File: src/design/i2a_pkg.sv
// ----------------------------------------------------------------------------
// i2a_pkg
// Shared types and constants of the integer to ascii formatter: selector
// codes, digit shifter control, and the digit to character mapping.
// ----------------------------------------------------------------------------
package i2a_pkg;

  localparam int unsigned MAG_W      = 32;
  localparam int unsigned BCD_DIGITS = 10;
  localparam int unsigned BCD_W      = 4 * BCD_DIGITS;
  localparam int unsigned SH_W       = 64;
  localparam int unsigned CNT_W      = 6;

  localparam logic [CNT_W-1:0] DIGS_DEC = 6'd10;
  localparam logic [CNT_W-1:0] DIGS_BIN = 6'd32;
  localparam logic [CNT_W-1:0] DIGS_OCT = 6'd11;
  localparam logic [CNT_W-1:0] DIGS_HEX = 6'd8;
  localparam logic [CNT_W-1:0] DIGS_PTR = 6'd16;

  localparam logic [6:0] DIGIT_BASE = 7'd48;
  localparam logic [6:0] LOWER_GAP  = 7'd39;
  localparam logic [6:0] UPPER_GAP  = 7'd7;

  typedef enum logic [2:0] {
    CMD_SDEC = 3'd0,
    CMD_UDEC = 3'd1,
    CMD_BIN  = 3'd2,
    CMD_OCT  = 3'd3,
    CMD_HEXL = 3'd4,
    CMD_HEXU = 3'd5,
    CMD_PTR  = 3'd6
  } cmd_e;

  typedef enum logic [1:0] {
    DW_1 = 2'd0,
    DW_3 = 2'd1,
    DW_4 = 2'd2
  } dig_w_e;

  typedef struct packed {
    logic             load;
    logic             shift;
    dig_w_e           width;
    logic [CNT_W-1:0] ndig;
    logic [SH_W-1:0]  data;
  } sh_ctl_t;

  typedef struct packed {
    logic [3:0] digit;
    logic       last;
  } sh_stat_t;

  function automatic logic [6:0] digit_char(logic [3:0] d, logic upper);
    logic [6:0] c;
    c = DIGIT_BASE + {3'b000, d};
    if (d > 4'd9) begin
      c = c + (upper ? UPPER_GAP : LOWER_GAP);
    end
    return c;
  endfunction

endpackage

File: src/design/i2a_dabble.sv
// ----------------------------------------------------------------------------
// i2a_dabble
// Bit-serial binary to bcd converter: shifts the 32-bit magnitude in one bit
// per cycle, adding three to every bcd digit of five or more before each shift.
// ----------------------------------------------------------------------------
module i2a_dabble (
  input  logic                          clk_i,
  input  logic                          rst_ni,
  input  logic                          start_i,
  input  logic [i2a_pkg::MAG_W-1:0]     mag_i,
  output logic                          done_o,
  output logic [i2a_pkg::BCD_W-1:0]     bcd_o
);

  localparam int unsigned STEP_W = $clog2(i2a_pkg::MAG_W);

  logic [i2a_pkg::MAG_W-1:0] bin_q, bin_d;
  logic [i2a_pkg::BCD_W-1:0] bcd_q, bcd_d, adj;
  logic [STEP_W-1:0]         step_q, step_d;
  logic                      busy_q, busy_d;
  logic                      done_q, done_d;

  always_comb begin
    adj = bcd_q;
    for (int i = 0; i < int'(i2a_pkg::BCD_DIGITS); i++) begin
      if (bcd_q[4*i +: 4] >= 4'd5) begin
        adj[4*i +: 4] = bcd_q[4*i +: 4] + 4'd3;
      end
    end
  end

  always_comb begin
    bin_d  = bin_q;
    bcd_d  = bcd_q;
    step_d = step_q;
    busy_d = busy_q;
    done_d = 1'b0;
    if (start_i) begin
      bin_d  = mag_i;
      bcd_d  = '0;
      step_d = STEP_W'(i2a_pkg::MAG_W - 1);
      busy_d = 1'b1;
    end else if (busy_q) begin
      bcd_d  = {adj[i2a_pkg::BCD_W-2:0], bin_q[i2a_pkg::MAG_W-1]};
      bin_d  = {bin_q[i2a_pkg::MAG_W-2:0], 1'b0};
      step_d = step_q - 1'b1;
      if (step_q == '0) begin
        busy_d = 1'b0;
        done_d = 1'b1;
      end
    end
  end

  always_ff @(posedge clk_i or negedge rst_ni) begin
    if (!rst_ni) begin
      busy_q <= 1'b0;
      done_q <= 1'b0;
      step_q <= '0;
    end else begin
      busy_q <= busy_d;
      done_q <= done_d;
      step_q <= step_d;
    end
  end

  always_ff @(posedge clk_i) begin
    bin_q <= bin_d;
    bcd_q <= bcd_d;
  end

  assign done_o = done_q;
  assign bcd_o  = bcd_q;

endmodule

File: src/design/i2a_dshift.sv
// ----------------------------------------------------------------------------
// i2a_dshift
// Digit shift register: holds the left-justified digit field and hands out
// the top digit of one, three or four bits, one digit per shift.
// ----------------------------------------------------------------------------
module i2a_dshift (
  input  logic                clk_i,
  input  logic                rst_ni,
  input  i2a_pkg::sh_ctl_t    ctl_i,
  output i2a_pkg::sh_stat_t   stat_o
);

  logic [i2a_pkg::SH_W-1:0]  sh_q, sh_d, shifted;
  logic [i2a_pkg::CNT_W-1:0] cnt_q, cnt_d;
  i2a_pkg::dig_w_e           width_q, width_d;
  logic [3:0]                digit;

  always_comb begin
    unique case (width_q)
      i2a_pkg::DW_1: begin
        digit   = {3'b000, sh_q[i2a_pkg::SH_W-1]};
        shifted = {sh_q[i2a_pkg::SH_W-2:0], 1'b0};
      end
      i2a_pkg::DW_3: begin
        digit   = {1'b0, sh_q[i2a_pkg::SH_W-1 -: 3]};
        shifted = {sh_q[i2a_pkg::SH_W-4:0], 3'b000};
      end
      default: begin
        digit   = sh_q[i2a_pkg::SH_W-1 -: 4];
        shifted = {sh_q[i2a_pkg::SH_W-5:0], 4'b0000};
      end
    endcase
  end

  always_comb begin
    sh_d    = sh_q;
    cnt_d   = cnt_q;
    width_d = width_q;
    if (ctl_i.load) begin
      sh_d    = ctl_i.data;
      cnt_d   = ctl_i.ndig;
      width_d = ctl_i.width;
    end else if (ctl_i.shift) begin
      sh_d  = shifted;
      cnt_d = cnt_q - 1'b1;
    end
  end

  always_ff @(posedge clk_i or negedge rst_ni) begin
    if (!rst_ni) begin
      cnt_q <= '0;
    end else begin
      cnt_q <= cnt_d;
    end
  end

  always_ff @(posedge clk_i) begin
    sh_q    <= sh_d;
    width_q <= width_d;
  end

  assign stat_o.digit = digit;
  assign stat_o.last  = (cnt_q == i2a_pkg::CNT_W'(1));

endmodule

File: src/design/integer_to_ascii_formatter_top.sv
// ----------------------------------------------------------------------------
// integer_to_ascii_formatter_top
// Formats one number per input word as a stream of ascii characters, one
// character per output word, most significant digit first.
// ----------------------------------------------------------------------------
// One number is worked on at a time; in_stall_o stays high from acceptance
// until the last character sits in the output register. Decimal numbers first
// pass through the bit-serial binary to bcd converter, then the ten bcd digits
// are walked most significant first with leading zeros skipped. Binary walks
// all 32 bit positions, octal 11 digits, hex 8 digits, pointer "0x" plus 16
// digits, and a zero pointer prints "(nil)". A stalled output holds back the
// next character. Selector value 7 is accepted and produces no characters.
module integer_to_ascii_formatter_top (
  input  logic        clk_i,
  input  logic        rst_ni,
  input  logic        in_valid_i,
  output logic        in_stall_o,
  input  logic [2:0]  cmd_i,
  input  logic [63:0] value_i,
  output logic        out_valid_o,
  input  logic        out_stall_i,
  output logic [6:0]  char_code_o,
  output logic        last_o
);

  typedef enum logic [1:0] {
    ST_IDLE,
    ST_CONV,
    ST_PRE,
    ST_DIG
  } state_e;

  typedef enum logic [1:0] {
    PRE_MINUS,
    PRE_HEX,
    PRE_NIL
  } pre_e;

  function automatic logic [6:0] pre_char(pre_e k, logic [2:0] idx);
    logic [6:0] c;
    unique case (k)
      PRE_MINUS: c = 7'h2d;
      PRE_HEX:   c = (idx == 3'd0) ? 7'h30 : 7'h78;
      default: begin
        unique case (idx)
          3'd0:    c = 7'h28;
          3'd1:    c = 7'h6e;
          3'd2:    c = 7'h69;
          3'd3:    c = 7'h6c;
          default: c = 7'h29;
        endcase
      end
    endcase
    return c;
  endfunction

  function automatic logic [2:0] pre_end(pre_e k);
    logic [2:0] n;
    unique case (k)
      PRE_MINUS: n = 3'd0;
      PRE_HEX:   n = 3'd1;
      default:   n = 3'd4;
    endcase
    return n;
  endfunction

  state_e     state_q, state_d;
  pre_e       pre_q, pre_d;
  logic [2:0] pre_idx_q, pre_idx_d;
  logic       neg_q, neg_d;
  logic       upper_q, upper_d;
  logic       started_q, started_d;
  logic       out_valid_q, out_valid_d;
  logic [6:0] char_q, char_d;
  logic       last_q, last_d;

  logic                          accept;
  logic                          out_free;
  logic                          emit;
  logic [31:0]                   low;
  logic [i2a_pkg::MAG_W-1:0]     mag;
  logic                          dab_start;
  logic                          dab_done;
  logic [i2a_pkg::BCD_W-1:0]     bcd;
  i2a_pkg::sh_ctl_t              sh_ctl;
  i2a_pkg::sh_stat_t             sh_stat;

  assign low    = value_i[31:0];
  assign mag    = (cmd_i == i2a_pkg::CMD_SDEC && low[31]) ? (32'd0 - low) : low;
  assign accept = in_valid_i && (state_q == ST_IDLE);
  // output register can take a word when empty or being drained this cycle
  assign out_free = !out_valid_q || !out_stall_i;

  i2a_dabble u_dabble (
    .clk_i   (clk_i),
    .rst_ni  (rst_ni),
    .start_i (dab_start),
    .mag_i   (mag),
    .done_o  (dab_done),
    .bcd_o   (bcd)
  );

  i2a_dshift u_dshift (
    .clk_i  (clk_i),
    .rst_ni (rst_ni),
    .ctl_i  (sh_ctl),
    .stat_o (sh_stat)
  );

  always_comb begin
    state_d     = state_q;
    pre_d       = pre_q;
    pre_idx_d   = pre_idx_q;
    neg_d       = neg_q;
    upper_d     = upper_q;
    started_d   = started_q;
    out_valid_d = out_valid_q && out_stall_i;
    char_d      = char_q;
    last_d      = last_q;
    emit        = 1'b0;
    dab_start   = 1'b0;
    sh_ctl      = '{load: 1'b0, shift: 1'b0, width: i2a_pkg::DW_4,
                    ndig: '0, data: '0};

    unique case (state_q)
      ST_IDLE: begin
        if (accept) begin
          started_d = 1'b0;
          upper_d   = (cmd_i == i2a_pkg::CMD_HEXU);
          pre_idx_d = '0;
          unique case (cmd_i)
            i2a_pkg::CMD_SDEC, i2a_pkg::CMD_UDEC: begin
              dab_start = 1'b1;
              neg_d     = (cmd_i == i2a_pkg::CMD_SDEC) && low[31];
              pre_d     = PRE_MINUS;
              state_d   = ST_CONV;
            end
            i2a_pkg::CMD_BIN: begin
              sh_ctl.load  = 1'b1;
              sh_ctl.width = i2a_pkg::DW_1;
              sh_ctl.ndig  = i2a_pkg::DIGS_BIN;
              sh_ctl.data  = {low, 32'd0};
              state_d      = ST_DIG;
            end
            i2a_pkg::CMD_OCT: begin
              // 33-bit field so the top octal digit holds only two bits
              sh_ctl.load  = 1'b1;
              sh_ctl.width = i2a_pkg::DW_3;
              sh_ctl.ndig  = i2a_pkg::DIGS_OCT;
              sh_ctl.data  = {1'b0, low, 31'd0};
              state_d      = ST_DIG;
            end
            i2a_pkg::CMD_HEXL, i2a_pkg::CMD_HEXU: begin
              sh_ctl.load  = 1'b1;
              sh_ctl.width = i2a_pkg::DW_4;
              sh_ctl.ndig  = i2a_pkg::DIGS_HEX;
              sh_ctl.data  = {low, 32'd0};
              state_d      = ST_DIG;
            end
            i2a_pkg::CMD_PTR: begin
              state_d = ST_PRE;
              if (value_i == 64'd0) begin
                pre_d = PRE_NIL;
              end else begin
                pre_d        = PRE_HEX;
                sh_ctl.load  = 1'b1;
                sh_ctl.width = i2a_pkg::DW_4;
                sh_ctl.ndig  = i2a_pkg::DIGS_PTR;
                sh_ctl.data  = value_i;
              end
            end
            default: begin
              state_d = ST_IDLE;
            end
          endcase
        end
      end

      ST_CONV: begin
        if (dab_done) begin
          sh_ctl.load  = 1'b1;
          sh_ctl.width = i2a_pkg::DW_4;
          sh_ctl.ndig  = i2a_pkg::DIGS_DEC;
          sh_ctl.data  = {bcd, 24'd0};
          state_d      = neg_q ? ST_PRE : ST_DIG;
        end
      end

      ST_PRE: begin
        if (out_free) begin
          emit      = 1'b1;
          char_d    = pre_char(pre_q, pre_idx_q);
          last_d    = (pre_q == PRE_NIL) && (pre_idx_q == pre_end(pre_q));
          pre_idx_d = pre_idx_q + 1'b1;
          if (pre_idx_q == pre_end(pre_q)) begin
            state_d = (pre_q == PRE_NIL) ? ST_IDLE : ST_DIG;
          end
        end
      end

      default: begin
        // leading zeros are dropped, but the final digit always prints
        if (sh_stat.digit == 4'd0 && !started_q && !sh_stat.last) begin
          sh_ctl.shift = 1'b1;
        end else if (out_free) begin
          emit         = 1'b1;
          char_d       = i2a_pkg::digit_char(sh_stat.digit, upper_q);
          last_d       = sh_stat.last;
          sh_ctl.shift = 1'b1;
          started_d    = 1'b1;
          if (sh_stat.last) begin
            state_d = ST_IDLE;
          end
        end
      end
    endcase

    if (emit) begin
      out_valid_d = 1'b1;
    end
  end

  always_ff @(posedge clk_i or negedge rst_ni) begin
    if (!rst_ni) begin
      state_q     <= ST_IDLE;
      pre_q       <= PRE_MINUS;
      pre_idx_q   <= '0;
      neg_q       <= 1'b0;
      upper_q     <= 1'b0;
      started_q   <= 1'b0;
      out_valid_q <= 1'b0;
      char_q      <= '0;
      last_q      <= 1'b0;
    end else begin
      state_q     <= state_d;
      pre_q       <= pre_d;
      pre_idx_q   <= pre_idx_d;
      neg_q       <= neg_d;
      upper_q     <= upper_d;
      started_q   <= started_d;
      out_valid_q <= out_valid_d;
      char_q      <= char_d;
      last_q      <= last_d;
    end
  end

  assign in_stall_o  = (state_q != ST_IDLE);
  assign out_valid_o = out_valid_q;
  assign char_code_o = char_q;
  assign last_o      = last_q;

`ifndef SYNTHESIS
  a_done_in_conv: assert property (@(posedge clk_i) disable iff (!rst_ni)
    dab_done |-> state_q == ST_CONV)
    else $error("converter finished outside conversion state");

  a_last_ends_item: assert property (@(posedge clk_i) disable iff (!rst_ni)
    (emit && last_d) |=> state_q == ST_IDLE)
    else $error("final character emitted but item still running");

  a_pre_index: assert property (@(posedge clk_i) disable iff (!rst_ni)
    state_q == ST_PRE |-> pre_idx_q <= pre_end(pre_q))
    else $error("prefix index ran past its text");

  a_emit_has_room: assert property (@(posedge clk_i) disable iff (!rst_ni)
    emit |-> out_free)
    else $error("character written over an untaken word");
`endif

endmodule

File: config.mk
export PLATFORM = sky130hd
export DESIGN_NAME = integer_to_ascii_formatter_top
export DESIGN_NICKNAME = d
export VERILOG_FILES = /design/src/design/i2a_pkg.sv /design/src/design/i2a_dabble.sv /design/src/design/i2a_dshift.sv /design/src/design/integer_to_ascii_formatter_top.sv
export SDC_FILE = /design/constraint.sdc
export NUM_CORES = 1
export LEC_CHECK = 0
export BUFFER_PORTS_ARGS = -buffer_cell sky130_fd_sc_hd__buf_2
export CELL_PAD_IN_SITES_DETAIL_PLACEMENT = 0
export CELL_PAD_IN_SITES_GLOBAL_PLACEMENT = 1
export CORE_ASPECT_RATIO = 0.7
export CORE_MARGIN = 3
export CORE_UTILIZATION = 25
export DETAILED_ROUTE_END_ITERATION = 7
export PLACE_DENSITY_LB_ADDON = 0.1
export SLEW_MARGIN = 30
export SYNTH_ARGS = -nofsm -noshare
export SYNTH_HDL_FRONTEND = slang
export SYNTH_HIERARCHICAL = 1
export SYNTH_SLANG_ARGS = --single-unit
File: constraint.sdc
create_clock -name clk_i -period 3.34 [get_ports clk_i]
set_clock_uncertainty 0.1 [all_clocks]
set_input_delay 0.501 -clock clk_i [delete_from_list [all_inputs] [get_ports clk_i]]
set_output_delay 0.501 -clock clk_i [all_outputs]
set_load 0.02 [all_outputs]
# Yosys cells after proc, flatten, opt, wreduce, memory -nomap -nowiden
# Cells that the tools add are included.
# totals
output_inout_bits,10
ff_bits,170
inputBits,71
word_cells,191
# op_classes
add_sub_neg,16
n_reduce_logical,40
muxes,82
n_bitwise,2
n_lt_le_gt_ge,11
n_eq_ne,23
# op_table
cell,n
$pmux 72 s4,1
$pmux 72 s2,1
$mux 64,2
$pmux 64 s2,1
$mux 32,3
$mux 72,1
$mux 69,1
$mux 68,1
$logic_not 64->1,1
$ge 4x3->1 const B,10
$add 4x2->4 const B,9
$mux 4,9
$mux 7,5
$sub 1x32->32 const A,1
$pmux 7 s2,2
$pmux 7 s4,1
$mux 1,24
$mux 2,9
$mux 6,3
$mux 3,5
$eq 3x2->1 const B,4
$pmux 2 s3,2
$pmux 3 s2,2
$reduce_and 3->1,4
36 further kinds,72

# Depth between registers and ports, before layout
# logic_depth
word_depth,9
ltp_mapped,13
ltp_nobuf,10

# By module
# The synthesis kept the hierarchy.
# by_module_without_submodules
module,n_inst,area_per_inst_um2,seq_area_each_um2,cells_each
i2a_dshift,1,4394.2,2132.0,395
i2a_dabble,1,4125.2,1936.9,404
integer_to_ascii_formatter_top,1,3231.8,475.5,453

# Least setup slack after synthesis
# Ideal clock, no wire load.
# synth_timing
path_type,input to register
start,in value_i[13]
end,"reg u_dshift/sh_q[0] in the netlist's numbering, enable pin"
path_stages,10
setup_slack_ps,-495
arrival_time_ps,3324
required_ps,2829
n_path_buf,4
path_cell_list,buf_6 or4_4 or3_1 buf_6 nor3_4 a31oi_1 a211o_1 buf_6 clkbuf_1 or2_2
# synth_lines
item,line,text
start: declaration,integer_to_ascii_formatter_top.sv:19,"input logic [63:0] value_i,"
end signal: assignment,i2a_dshift.sv:58,sh_q <= sh_d;
end: declaration,i2a_dshift.sv:13,"logic [i2a_pkg::SH_W-1:0] sh_q, sh_d, shifted;"

==> results.py <==
metrics = {
    "floorplan": {
        "die_area_mm2": 0.04969,
        "rows": 65,
        "die_y_um": 187.4,
        "fp.dieW_um": 265.1,
        "io_pins": 81,
        "initial_core_util_pct": 25.71,
        "core_area_mm2": 0.04571,
    },
    "pwr": {
        "leakage_nw": 5.200,
        "vdd_drop_max_v": 0.0003722,
        "p_per_area_mw_per_mm2": 808.0,
    },
    "global_route": {
        "grt_pass1_vias": 9352,
        "grt_use_total_pct": 16.57,
        "grt_max_degree": 108,
        "grt_pass1_wl_um": 62220,
        "overflow": 0,
        "antenna_found_initial": 0,
    },
    "critical_path": {
        "critPathKind": "reg2reg",
        "cp_max_fo": 32,
        "crit_start": "state_q[0]$_DFFE_PN0P_",
        "cp-start-kind": "flip-flop",
        "cp_data_required_time_ns": 3.44,
        "r2r_start": "state_q[0]$_DFFE_PN0P_",
        "arrival_ns": 3.12,
        "cp-end-kind": "flip-flop",
    },
    "place": {
        "dp_hpwl_um": 30090,
        "dpl-instance-area_mm2": 0.01305,
        "gp_congestion": 0.7788,
        "place_ws_ns": 0.02742,
        "portBuffers": 80,
    },
    "cts": {
        "insertion_delay_ns": 0.46,
        "root_buffer": "clkbuf_16",
        "cts_hold_buf": 0,
        "cts_tree": "yes",
        "cts_setup_buffers": 0,
        "cts.clk_slew.worst_paths_ns": 0.07,
        "clock_sinks": 170,
        "numCtsBuffers": 17,
        "cts_resized": 0,
        "htree_levels": 4,
        "cts_buffer_depth": 2,
    },
    "timing": {
        "slew_headroom_pct": 39.23,
        "finalSetupViolCount": 0,
        "finalHoldViolations": 0,
        "rsz0062_at_grt": "no",
        "tightest_slew_ns": 0.9116,
        "drv_slew": 0,
        "fin_crit_ns": 3.018,
        "min_period_over_period_pct": 90.37,
        "holdWs_ns": 0.02879,
        "fmax_mhz": 331.3,
        "setup_tns_ns": 0,
        "worst_slack_ns": 0.3217,
    },
    "logic_synthesis": {
        "synthFlopType": "edfxtp_1",
        "synth_edf_count": 98,
        "synth-async-reset-ratio_pct": 18.82,
        "yosysWarnings": 6,
        "synth_top_area_share_pct": 25.04,
        "synth_top_area_cell": "edfxtp_1",
        "synth.area.top_cells": "edfxtp_1 (25%), mux2_2 (9.1%), dfrtp_1 (6.8%), dfxtp_1 (6.8%), o21ai_0 (6.4%)",
        "synthCells": 1252,
        "syn_area_mm2": 0.01175,
        "syn_avg_cell_area_um2": 9.386,
        "yosysMostFrequentCell": "o21ai_0",
        "ys_seq_area_share_pct": 38.67,
        "syn_nets": 1365,
        "synth_seq_cells": 170,
        "ys_top_cells_by_count": "o21ai_0 (150), nand2_1 (133), edfxtp_1 (98)",
        "ys_types": 71,
    },
    "routing": {
        "route.vias.total": 9825,
        "drt_iter0_drc": 739,
        "postRouteAntennaNets": 0,
        "drc": 0,
        "routedWlPerCell_um": 21.36,
        "vias_per_cell": 5.075,
        "dr.pass1.iters": 5,
        "drt_wl_total_um": 41340,
    },
    "layout": {
        "synthToLayoutAreaGrowth_pct": 16.30,
        "final_util_pct": 29.90,
        "nNetsFinal": 1434,
        "antennaDiodeCount": 0,
        "drive_gt1_share_pct": 22.51,
        "final_cell_area_mm2": 0.01367,
    },
    "hold_path": {
        "hold_path_class": "in2async",
    },
    "outcome": {
        "status": "finished, final reports clean",
    },
    "job": {
        "cap_violations": 0,
    },
}
==> registers in the layout, indices dropped and copies added (netlist names), 2 cells and up <==
signal	cells
u_dshift/cnt_q	6
pre_idx_q	3
state_q	2
u_dshift/width_q	2
u_dabble/bcd_o	40
u_dabble/bin_q	32
u_dshift/sh_q	64
pre_q	2
u_dabble/step_q	5
char_code_o	7
==> final timing paths <==
path / to / slack, ns / cells past startpoint
min: u_dabble/step_q[3]$_DFFE_PN0P_ / 0.03 / 1
min reg2reg: char_code_o[5]$_DFFE_PN0P_ / 0.37 / 2
max: u_dshift/sh_q[21]$_DFFE_PP_ / 0.32 / 9
max in group asynchronous: u_dabble/busy_q$_DFF_PN0_ / 2.57 / 1
min in group clk_i: out_valid_o$_DFF_PN0_ / 0.30 / 3
max reg2reg: u_dshift/sh_q[21]$_DFFE_PP_ / 0.32 / 9
==> worst max-delay path, stage by stage, from the launching register on <==
cell     delay (ns)
dfrtp_1        0.42
inv_1          0.10
ha_1           0.16
inv_1          0.08
nor2_1         0.32
nand3_1        0.33
a31oi_2        0.37
a211o_4        0.25
buf_12         0.24
mux2_2         0.36
==> area by class of cell <==
class	instances	area, um^2
Clock buffer	26	531.8
Fill cell	4862	32040
Inverter	57	215.2
Multi-Input combinational cell	936	6614
Sequential cell	170	4546
Timing Repair Buffer	139	950.9
Clock inverter	5	55.05
Tap cell	603	754.5
==> cell usage in the layout (no fill, tap or decap), drive strengths merged, types with 32 or more instances in the layout <==
cell type,Yosys,routed
nor2,41,41
mux2,95,95
and2,32,32
dfxtp,40,40
edfxtp,98,98
dfrtp,32,32
buf,34,139
a22oi,64,64
mux2i,64,64
nand2,133,133
o21ai,166,166
inv,57,57
a21oi,50,50
ha,42,42
==> metrics by stage <==
| stage | std cells | total power [mW] |
|---|---|---|
| after floorplan | 1252 | 7.477 |
| after global placement | 1904 | 8.981 |
| after detailed placement | 1904 | 8.970 |
| after CTS | 1935 | 11.14 |
| after global routing | 1936 | 11.91 |
| final | 1936 | 11.04 |
==> cell families after synthesis <==
logic type      after synthesis  synth area share, %
other cells                   1              0.03191
buf+inv                     146                5.505
compound gates              367                19.72
fa+ha+maj                    42                4.472
simple gates                327                14.07
flops                       170                38.67
xor+xnor                     40                2.981
mux                         159                14.55
==> layer usage <==
layer  up-vias  global-route usage, %  wire (um)  share of wire, %
li1       4749                      -          -                 -
met1      4866                  26.05      22420                54
met2       193                  23.38      17020                41
met3        17                  3.037       1543               3.7
met4         0                  2.924        359              0.87
met5         -                      0          0                 0
==> where the power goes <==
group	switching (mW)	internal [mW]	total (mW)	leakage [nW]
registers	0.911	3.45	4.36	1.69
logic	2.49	2.10	4.59	3.22
clock network	0.920	1.17	2.09	0.291
total	4.32	6.72	11.0	5.20
Power figures use the tool's default switching activity.
